**config.mk**
```make
export PLATFORM = sky130hd
export DESIGN_NAME = morse_symbol_timing_queue
export DESIGN_NICKNAME = d
export VERILOG_FILES = /design/src/mstq_pkg.sv /design/src/morse_symbol_timing_queue.sv
export SDC_FILE = /design/constraint.sdc
export NUM_CORES = 1
export LEC_CHECK = 0
export BUFFER_PORTS_ARGS = -buffer_cell sky130_fd_sc_hd__buf_4
export CORE_MARGIN = 2
export CORE_UTILIZATION = 63
export DETAILED_ROUTE_END_ITERATION = 16
export PLACE_DENSITY = 0.81
export SYNTH_ARGS = -nofsm -noshare
export SYNTH_HDL_FRONTEND = slang
export SYNTH_SLANG_ARGS = --single-unit
```
**constraint.sdc**
```tcl
create_clock -name clk -period 8.59 [get_ports clk]
set_input_delay 0.4295 -clock clk [delete_from_list [all_inputs] [get_ports clk]]
set_output_delay 0.4295 -clock clk [all_outputs]
set_load 0.02 [all_outputs]
```
**src/mstq_pkg.sv**
```systemverilog
// ----------------------------------------------------------------------------
// mstq_pkg
// Shared types and constants for the Morse symbol timing queue.
// ----------------------------------------------------------------------------
package mstq_pkg;

	localparam int SLOTS           = 8;
	localparam int SLOT_W          = (SLOTS > 1) ? $clog2(SLOTS) : 1;
	localparam int DAH_UNITS       = 3;
	localparam int DIT_UNITS       = 1;
	localparam int INNER_GAP_UNITS = 1;

	localparam int CFG_W     = 10;
	localparam int CFG_IDX_W = 1;
	localparam int TICK_W    = 16;

	localparam logic [CFG_W-1:0] UNIT_TICKS_RESET = CFG_W'(29);

	typedef enum logic [CFG_IDX_W-1:0] {
		CFG_UNIT_TICKS        = 1'b0,
		CFG_SPACED_UNIT_TICKS = 1'b1
	} cfg_reg_t;

	typedef enum logic {
		FUNC_ENQUEUE = 1'b0,
		FUNC_NEXT    = 1'b1
	} func_t;

	typedef struct packed {
		logic       func;
		logic [3:0] element_count;
		logic [7:0] element_bits;
		logic [3:0] closing_gap;
	} in_t;

	typedef struct packed {
		logic              accepted;
		logic              finished;
		logic              tone_on;
		logic [TICK_W-1:0] tone_ticks;
		logic [TICK_W-1:0] period_ticks;
	} out_t;

endpackage

```
**src/morse_symbol_timing_queue.sv**
```systemverilog
// ----------------------------------------------------------------------------
// morse_symbol_timing_queue
// Ring of queued Morse characters; pops one element per timer event and
// returns its tone length and tone-plus-gap period, with Farnsworth stretch.
// ----------------------------------------------------------------------------
//  channel  direction  handshake              payload
//  in       input      in_valid / in_stall    in_data   (mstq_pkg::in_t)
//  out      output     out_valid / out_stall  out_data  (mstq_pkg::out_t)
//  cfg      input      cfg_wr_en              cfg_index, cfg_wdata
//
//  enqueue and empty-ring events: result goes from res_q through S_OUT into out_data
//  element pop: steps S_ELEM, S_MUL2, then S_MUL3 when the gap is stretched, then S_OUT,
//  built on the registered slot memory read and the single shared 16x10 multiplier
//  one item in flight; in_stall is high until its result is in out_data
//  a held result does not block the next input transfer, only the next result
//  arst_n clears pointers, flags and registers; slot entries are written before read
// ----------------------------------------------------------------------------
module morse_symbol_timing_queue (
	input  logic                                clk,
	input  logic                                arst_n,
	input  logic                                in_valid,
	output logic                                in_stall,
	input  mstq_pkg::in_t                       in_data,
	output logic                                out_valid,
	input  logic                                out_stall,
	output mstq_pkg::out_t                      out_data,
	input  logic                                cfg_wr_en,
	input  logic [mstq_pkg::CFG_IDX_W-1:0]      cfg_index,
	input  logic [mstq_pkg::CFG_W-1:0]          cfg_wdata
);
	import mstq_pkg::*;

	typedef enum logic [2:0] {
		S_IDLE,
		S_ELEM,
		S_MUL2,
		S_MUL3,
		S_OUT
	} state_t;

	state_t              state_q;
	logic [CFG_W-1:0]    unit_q;
	logic [CFG_W-1:0]    spaced_q;
	logic [SLOT_W-1:0]   rd_q;
	logic [SLOT_W-1:0]   wr_q;
	logic                last_was_read_q;
	logic [7:0]          char_units_q;

	logic [15:0]         slot_mem [SLOTS];
	logic [15:0]         rd_data_q;

	logic [7:0]          cu_work_q;
	logic [2:0]          sym_q;
	logic [3:0]          space_q;
	logic                stretch_q;
	logic [TICK_W-1:0]   tone_q;
	logic [TICK_W-1:0]   acc_q;
	out_t                res_q;
	out_t                out_q;
	logic                out_valid_q;

	logic                in_fire;
	logic                out_load;
	logic                ring_eq;
	logic                ring_full;
	logic                ring_empty;
	logic                mem_we;
	logic [SLOT_W-1:0]   mem_waddr;
	logic [15:0]         mem_wdata;

	logic [7:0]          el_low;
	logic [7:0]          el_mask;
	logic [2:0]          el_sym;
	logic                el_last;
	logic [3:0]          el_space;
	logic [7:0]          el_cu;
	logic                el_stretch;

	logic [15:0]         mul_a;
	logic [CFG_W-1:0]    mul_b;
	logic [15+CFG_W:0]   mul_full;
	logic [TICK_W-1:0]   mul_p;

	function automatic logic [SLOT_W-1:0] slot_next(input logic [SLOT_W-1:0] s);
		logic [SLOT_W-1:0] r;
		if (s == SLOT_W'(SLOTS - 1)) begin
			r = '0;
		end else begin
			r = s + SLOT_W'(1);
		end
		return r;
	endfunction

	assign in_stall   = (state_q != S_IDLE);
	assign in_fire    = in_valid && !in_stall;
	assign out_load   = (state_q == S_OUT) && (!out_valid_q || !out_stall);
	assign ring_eq    = (rd_q == wr_q);
	assign ring_full  = !last_was_read_q && ring_eq;
	assign ring_empty = last_was_read_q && ring_eq;
	assign out_valid  = out_valid_q;
	assign out_data   = out_q;

	// element decode from the slot read at accept time
	assign el_low     = rd_data_q[7:0] - 8'd1;
	assign el_mask    = rd_data_q[15:8];
	assign el_sym     = el_mask[0] ? 3'(DAH_UNITS) : 3'(DIT_UNITS);
	assign el_last    = (el_low[3:0] == 4'd0);
	assign el_space   = el_last ? el_low[7:4] : 4'(INNER_GAP_UNITS);
	assign el_cu      = char_units_q + 8'(el_space) + 8'(el_sym);
	assign el_stretch = el_last && (spaced_q != unit_q);

	always_comb begin
		mem_we    = 1'b0;
		mem_waddr = wr_q;
		mem_wdata = {in_data.element_bits, in_data.closing_gap, in_data.element_count};
		if (state_q == S_ELEM) begin
			mem_we    = 1'b1;
			mem_waddr = rd_q;
			mem_wdata = el_last ? 16'd0 : {1'b0, el_mask[7:1], el_low};
		end else if (in_fire && in_data.func == FUNC_ENQUEUE && !ring_full) begin
			mem_we = 1'b1;
		end
	end

	always_ff @(posedge clk) begin
		if (mem_we) begin
			slot_mem[mem_waddr] <= mem_wdata;
		end
		rd_data_q <= slot_mem[rd_q];
	end

	// one shared multiplier, operands picked by step
	always_comb begin
		mul_a = '0;
		mul_b = unit_q;
		unique case (state_q)
			S_ELEM: mul_a = 16'(el_sym);
			S_MUL2: begin
				if (stretch_q) begin
					mul_a = {8'd0, cu_work_q};
					mul_b = spaced_q;
				end else begin
					mul_a = 16'(sym_q) + 16'(space_q);
				end
			end
			S_MUL3: mul_a = {8'd0, cu_work_q} - {12'd0, space_q};
			default: mul_a = '0;
		endcase
	end

	assign mul_full = mul_a * mul_b;
	assign mul_p    = mul_full[TICK_W-1:0];

	always_ff @(posedge clk or negedge arst_n) begin
		if (!arst_n) begin
			unit_q   <= UNIT_TICKS_RESET;
			spaced_q <= UNIT_TICKS_RESET;
		end else if (cfg_wr_en) begin
			unique case (cfg_index)
				CFG_UNIT_TICKS:        unit_q   <= cfg_wdata;
				CFG_SPACED_UNIT_TICKS: spaced_q <= cfg_wdata;
				default:               unit_q   <= unit_q;
			endcase
		end
	end

	always_ff @(posedge clk or negedge arst_n) begin
		if (!arst_n) begin
			state_q         <= S_IDLE;
			rd_q            <= '0;
			wr_q            <= '0;
			last_was_read_q <= 1'b1;
			char_units_q    <= '0;
			cu_work_q       <= '0;
			sym_q           <= '0;
			space_q         <= '0;
			stretch_q       <= 1'b0;
			tone_q          <= '0;
			acc_q           <= '0;
			res_q           <= '0;
			out_q           <= '0;
			out_valid_q     <= 1'b0;
		end else begin
			if (out_load) begin
				out_valid_q <= 1'b1;
			end else if (!out_stall) begin
				out_valid_q <= 1'b0;
			end
			unique case (state_q)
				S_IDLE: begin
					if (in_fire) begin
						res_q.accepted     <= (in_data.func == FUNC_ENQUEUE) && !ring_full;
						res_q.finished     <= (in_data.func == FUNC_NEXT) && ring_empty;
						res_q.tone_on      <= 1'b0;
						res_q.tone_ticks   <= '0;
						res_q.period_ticks <= '0;
						if (in_data.func == FUNC_ENQUEUE) begin
							state_q <= S_OUT;
							if (!ring_full) begin
								wr_q            <= slot_next(wr_q);
								last_was_read_q <= 1'b0;
							end
						end else if (ring_empty) begin
							state_q <= S_OUT;
						end else begin
							state_q <= S_ELEM;
						end
					end
				end
				S_ELEM: begin
					tone_q    <= mul_p;
					sym_q     <= el_sym;
					space_q   <= el_space;
					cu_work_q <= el_cu;
					stretch_q <= el_stretch;
					char_units_q <= el_stretch ? 8'd0 : el_cu;
					if (el_last) begin
						rd_q            <= slot_next(rd_q);
						last_was_read_q <= 1'b1;
					end
					state_q <= S_MUL2;
				end
				S_MUL2: begin
					res_q.accepted   <= 1'b0;
					res_q.finished   <= 1'b0;
					res_q.tone_on    <= 1'b1;
					res_q.tone_ticks <= tone_q;
					if (stretch_q) begin
						acc_q   <= tone_q + mul_p;
						state_q <= S_MUL3;
					end else begin
						res_q.period_ticks <= mul_p;
						state_q            <= S_OUT;
					end
				end
				S_MUL3: begin
					// effective length minus what the character already used
					res_q.period_ticks <= acc_q - mul_p;
					state_q            <= S_OUT;
				end
				S_OUT: begin
					if (out_load) begin
						out_q   <= res_q;
						state_q <= S_IDLE;
					end
				end
				default: state_q <= S_IDLE;
			endcase
		end
	end

`ifndef SYNTHESIS
	a_result_kind: assert property (@(posedge clk) disable iff (!arst_n)
		out_valid_q |-> $onehot0({out_q.accepted, out_q.finished, out_q.tone_on}))
		else $error("result carries more than one kind flag");

	a_pop_reads_slot: assert property (@(posedge clk) disable iff (!arst_n)
		(in_fire && in_data.func == FUNC_NEXT && !ring_empty) |=> state_q == S_ELEM)
		else $error("pop on a filled ring did not start an element");

	a_full_keeps_ring: assert property (@(posedge clk) disable iff (!arst_n)
		(in_fire && in_data.func == FUNC_ENQUEUE && ring_full) |=> $stable(wr_q))
		else $error("refused enqueue moved the write slot");

	a_stretch_clears: assert property (@(posedge clk) disable iff (!arst_n)
		(state_q == S_ELEM && el_stretch) |=> char_units_q == 8'd0)
		else $error("stretched character did not clear its unit count");

	a_slot_range: assert property (@(posedge clk) disable iff (!arst_n)
		(int'(rd_q) < SLOTS) && (int'(wr_q) < SLOTS))
		else $error("slot pointer out of range");
`endif

endmodule

```
* Word-level counts from Yosys, hierarchy flattened
Memories as Yosys holds them, arrays and structs flattened. A register that Yosys moved wholly into a read port is not among the register bits.
Cells that the tools add are included.
Widths: inputs -> output; s select.
** Storage, ports and cells
- Memories kept :: 1
- Output and inout bits :: 37
- Memory bits (writable) :: 128
- Word-level logic and storage cells :: 117
- Bits of input ports :: 33
- Register bits :: 157
** Cells by class
- Equal/unequal tests :: 15
- Reduce and logical (&&, ||, !) cells :: 31
- Add/subtract/negate cells :: 9
- Mux-type cells :: 33
- Bitwise gates (word level) :: 3
- Multiply operators :: 1
** Memories
- slot_mem :: words 8, bits a word 16, rd ports 1, clocked after memory_dff 1, wr ports 1, line morse_symbol_timing_queue.sv:49 : logic [15:0] slot_mem [SLOTS];
** Operators with widths (count)
- $pmux 16 s3 :: 2
- $pmux 19 s2 :: 1
- $mux 35 :: 1
- $mux 16 :: 2
- $mux 3 :: 8
- $mux 10 :: 2
- $add 16x16->16 :: 1
- $mul 16x10->16 :: 1
- $mux 8 :: 2
- $sub 16x16->16 :: 1
- $mux 15 :: 1
- $pmux 3 s5 :: 1
- $reduce_and 2->1 :: 7
- $ne 2x2->1 const B :: 6
- $mux 1 :: 10
- $ne 10x10->1 :: 1
- $eq 3x3->1 const B :: 3
- $logic_and 1x1->1 :: 9
- $sub 8x4->9 :: 1
- $add 8x2->8 :: 1
- $add 8x4->8 :: 1
- $sub 8x1->8 const B :: 1
- $add 3x1->3 const B :: 2
- $eq 3x2->1 const B :: 2
- 17 further kinds :: 25

* Depth between registers and ports, before layout
- Depth in word-level cells :: 9
- Gate-level depth with buffers :: 34
- Mapped depth without buffers :: 34

* Worst setup path after synthesis
No wires, ideal clock.
- Path type :: reg-to-reg
- Start :: reg cu_work_q[3]
- End :: reg res_q[15] in the netlist's numbering
- Stages on the path, launching flop included :: 26
- Arrival :: 7.298 ns
- Slack :: 1.150 ns
- Clock period less this slack :: 7.440 ns
- Buffers on the path :: 0
- Required time :: 8.448 ns
- Setup time :: 0.142 ns
- Cells stage by stage :: dfrtp_1 -> ha_1 -> or4_1 -> nor4_1 -> nand2_1 -> fa_1 -> inv_1 -> fa_1 -> fa_1 -> fa_1 -> inv_1 -> fa_1 -> inv_1 -> ha_1 -> or3_1 -> nor3_1 -> nor2_1 -> xnor2_1 -> inv_1 -> ha_1 -> nor3_1 -> or2_2 -> a2111oi_0 -> or4_1 -> xnor3_1 -> o221ai_1
** On the way
- Longest elaborated chain between the ends :: 5
- Elaborated cells on any way between the ends :: 7
- Classes of those cells :: add/sub: 2; mul: 1; mux: 4
** RTL lines
- start: declaration :: line morse_symbol_timing_queue.sv:52 : logic [7:0] cu_work_q;
- start signal: assignment :: line morse_symbol_timing_queue.sv:214 : cu_work_q <= el_cu;
- $sub 8x4->9 or $mux 8 (tied branches) :: line morse_symbol_timing_queue.sv:146, morse_symbol_timing_queue.sv:139
- $pmux 16 s3 (*) :: line morse_symbol_timing_queue.sv:136 : unique case (state_q)
- $mul 16x10->16 (*) :: line morse_symbol_timing_queue.sv:151 : assign mul_full = mul_a * mul_b;
- net mul_full[10] :: line morse_symbol_timing_queue.sv:81 : logic [15+CFG_W:0] mul_full;
- $sub 16x16->16 (*) :: line morse_symbol_timing_queue.sv:238 : res_q.period_ticks <= acc_q - mul_p;
- $pmux 16 s3 (*) :: line morse_symbol_timing_queue.sv:189 : unique case (state_q)
- end: declaration :: line morse_symbol_timing_queue.sv:58 : out_t res_q;
Mark *: on every way through the listed nets, which the timed path passes. The rest lies on a longest branch. The select of a mux whose other input is x is not followed.
A chain may end at the register's enable or synchronous reset.

* Worst setup path in the final report
- Start :: reg space_q[1]
- End :: reg res_q[15] in the netlist's numbering
** On the way
- Longest elaborated chain between the ends :: 6
- Elaborated cells on any way between the ends :: 8
- Classes of those cells :: add/sub: 3; mul: 1; mux: 4
** RTL lines
- start: declaration :: line morse_symbol_timing_queue.sv:54 : logic [3:0] space_q;
- start signal: assignment :: line morse_symbol_timing_queue.sv:213 : space_q <= el_space;
- $add 3x4->5 :: line morse_symbol_timing_queue.sv:143 : mul_a = 16'(sym_q) + 16'(space_q);
- $mux 8 :: line morse_symbol_timing_queue.sv:139 : if (stretch_q) begin
- $pmux 16 s3 (*) :: line morse_symbol_timing_queue.sv:136
- $mul 16x10->16 (*) :: line morse_symbol_timing_queue.sv:151
- net mul_full[10] :: line morse_symbol_timing_queue.sv:81
- $sub 16x16->16 (*) :: line morse_symbol_timing_queue.sv:238
- $pmux 16 s3 (*) :: line morse_symbol_timing_queue.sv:189
Marks and branches as above.

==> metrics.txt <==
Syn Area/Cell=11.41 um2; Psw=2.557 mW; skew final=0.01389 ns; Max IR drop VDD=0.2210 mV; slowest stage cell, crit path=fa_1; DRC=0; synth cell count leaders=212 x nand2_1, 147 x dfrtp_1, 128 x edfxtp_1; Die Y=168.1 um; Req. time, crit path=9.06 ns; DR iter-0 viols=1060; final net count=1756; Worst-path clk slew=0.06 ns; DRT Wirelength=38180 um; Post-Syn Area=16970 um2; Final Max Tran Viols=0; yosys warns=0; Diodes inserted=0; via count=11640; Net Sw Frac=0.3941; pre-CTS setup slack=0.4331 ns; Buf/Inv on CP=6; Port Buffers=69; largest net degree at the start of global routing=94; # clock sinks=300; Reg2Reg Capture Point=res_q[15]; maximum clock path buffer count=3; Routed WL per cell=19.71 um; clock share of power=0.198; Int Power=3.930 mW; first-pass GRT wire length=62100 um; core area=26730 um2; largest cells by area after synthesis=edfxtp_1 23%, dfrtp_1 22%, fa_1 8.6%, ha_1 5.8%, mux2_2 4.9%; worst r2r src=space_q[1]; status=completed; Post-Syn Instances=1487; Post-Syn Nets=1671; top-count cell post-synth=nand2_1; Max Cap Viol=0; ratio of cells with drive above 1 in the final layout=0.1748; final setup fails=0; Total Routing Usage GR=0.2772; RSZ-0062 raised after global routing=false; Setup WS post-layout=0.5866 ns; area grow syn2layout=11.66%; ys flop type=dfrtp_1; Pwr Density=342.3 nW/um2; Comb pwr share=0.471; Inserted Clock Buffers=31; CP top delay family=adder cells; CP startpoint=space_q[1]; crit start category=register; Critical Path Fanout Max=10; Fin. Hold Viols=0; post-synthesis async set-or-reset flop share=0.5200; antenna-violating nets left=0; Worst-Skew Late Latency=0.57 ns; Yosys top cell area share=0.2265; Final Cycle Share=0.9317; max incr delay on CP=0.54 ns; drt first pass iters=5; minimum clock period=8.003 ns; FMAX=124.9 MHz; Max-slew headroom=0.2507; vias in the first global route=12010; register bit total from synthesis=300; Root Buffer=clkbuf_16; initial antenna violation count=0; Setup Total Neg Slack=0 ns; P_leak=8.230 nW; Worst Hold Margin=0.1027 ns; hpwl dp=27060 um; CP endpoint kind=register; Final Total Pwr=6.487 mW; area leader, netlist=edfxtp_1; Setup crit end=res_q[15]; worst path arrival time=8.48 ns; Die X-Extent=168.1 um; Slew @ Worst Pin=1.124 ns; WP depth=32; sequential power share=0.331; vias per cell=6.009; CTS tree=yes; Starting Density=0.6351; GRT overflow=0; Die ar.=28270 um2; worst r2r path cells=32; H-tree depth=1; Distinct cells, synth=72; post-synthesis sequential area ratio=0.4760; number of synthesized flops with an enable pin=128; row count=60; IO Pins=70; Crit Path Category=register to register; global placement routability congestion=0.9959; reg2reg setup slack=0.59 ns; HP Class=primary input to register
[flip-flops by register name, indices dropped and copies added, names as in the netlist, 10 cells and up]
name / flops
spaced_q: 10
tone_q: 16
out_data: 35
acc_q: 16
rd_data_q: 16
unit_q: 10
res_q: 35
slot_mem: 128
[kinds of logic after synthesis]
kind of cell / after synthesis / share of synthesized area
and+or+nand+nor: 428 / 0.1099
DFF: 300 / 0.4760
AOI/OAI and AO/OA: 239 / 0.08861
buffers and inverters: 177 / 0.03996
adders and majority gates: 152 / 0.1442
muxes: 118 / 0.1001
xor gates and xnor gates: 73 / 0.04121
[worst min path at each step]
| stage | from | to | slack [ns] | depth (start not counted) |
|---|---|---|---|---|
| floorplan | arst_n | acc_q[0] | 0.13 | 0 |
| global placement | res_q[1] | res_q[1] | 0.45 | 2 |
| detailed placement | res_q[1] | res_q[1] | 0.46 | 2 |
| CTS | cfg_wdata[7] | spaced_q[7] | 0.08 | 2 |
| global route | cfg_wdata[4] | spaced_q[4] | 0.09 | 2 |
| finish | cfg_wdata[7] | spaced_q[7] | 0.10 | 2 |
[final cells by class]
type                       count  area (um2)
fill                        1882        7774
clock inverter                10       95.09
tap                          341       426.7
multi-input combinational   1010        8225
clock buffer                  47       875.8
sequential                   300        8080
inverter                     127       476.7
timing repair buffer         102       772.0
[per-layer routing]
layer  GRT usage  vias to the layer above  wire length, um
li1            -                     5333                -
met1      0.3720                     5720            15410
met2      0.4673                      489            18790
met3     0.04067                       97             2595
met4     0.09970                        0             1383
met5           0                        -                0
[through the flow]
stage                 util  cell area (um2)  instances
floorplan                -            16970       1487
global placement    0.6722            17970       1879
detailed placement  0.6722            17970       1879
CTS                 0.7089            18950       1937
global route        0.7091            18950       1937
finish              0.7091            18950       1937
[what timing repair did]
action                                  in CTS  in global routing
hold buffers                                 1                  0
buffers inserted                             0                  0
endpoints found under the setup margin       0                  1
resized for setup                            0                  1
hold endpoints to repair                    91                  0
[cell usage in the layout, fill, tap and decap left out, types with 4 or more instances in the layout]
cell type  count
o31ai_1       14
inv_1        126
dfstp_2        9
clkbuf_1      12
xnor2_1       48
o21ai_0       98
nor2_1       106
a21oi_1       36
or3_1          6
and3_1         5
a21o_1        11
clkbuf_16     31
mux2i_1       10
nor2b_1       14
nand3_1       13
and2_1         6
nor4_1         5
nand2b_1      16
or2_2         12
o221ai_1       6
mux2_2        74
clkbuf_8       4
dfrtp_1      146
a221oi_1       5
o21a_1        13
xor2_1        21
a31oi_1       11
nand2_1      212
edfxtp_1     128
o21bai_1       6
a211oi_1       5
clkinv_1       5
o2111ai_1      4
ha_1          78
dfxtp_1       16
mux4_2        32
fa_1          73
nor3_1        20
buf_4        100
[power by group through the flow]
| stage | registers [mW] | logic [mW] | clock network [mW] |
|---|---|---|---|
| after floorplan | 2.14 | 2.21 | 0 |
| after global placement | 2.15 | 2.95 | 0 |
| after detailed placement | 2.17 | 3.02 | 0 |
| after CTS | 2.15 | 3.05 | 1.30 |
| after global routing | 2.19 | 3.38 | 1.35 |
| final | 2.15 | 3.06 | 1.28 |
[worst register-to-register path: cells and delay by family, from the launching register on]
family	cells	cell delay (ns)
flip-flops	1	0.42
AO/OA/AOI/OAI	5	1.01
XOR/XNOR	3	0.67
adder cells (fa/ha/maj)	8	3.35
AND/OR/NAND/NOR	10	1.92
buffers and inverters	6	0.56
No activity file was read; power rests on OpenSTA's default activity.
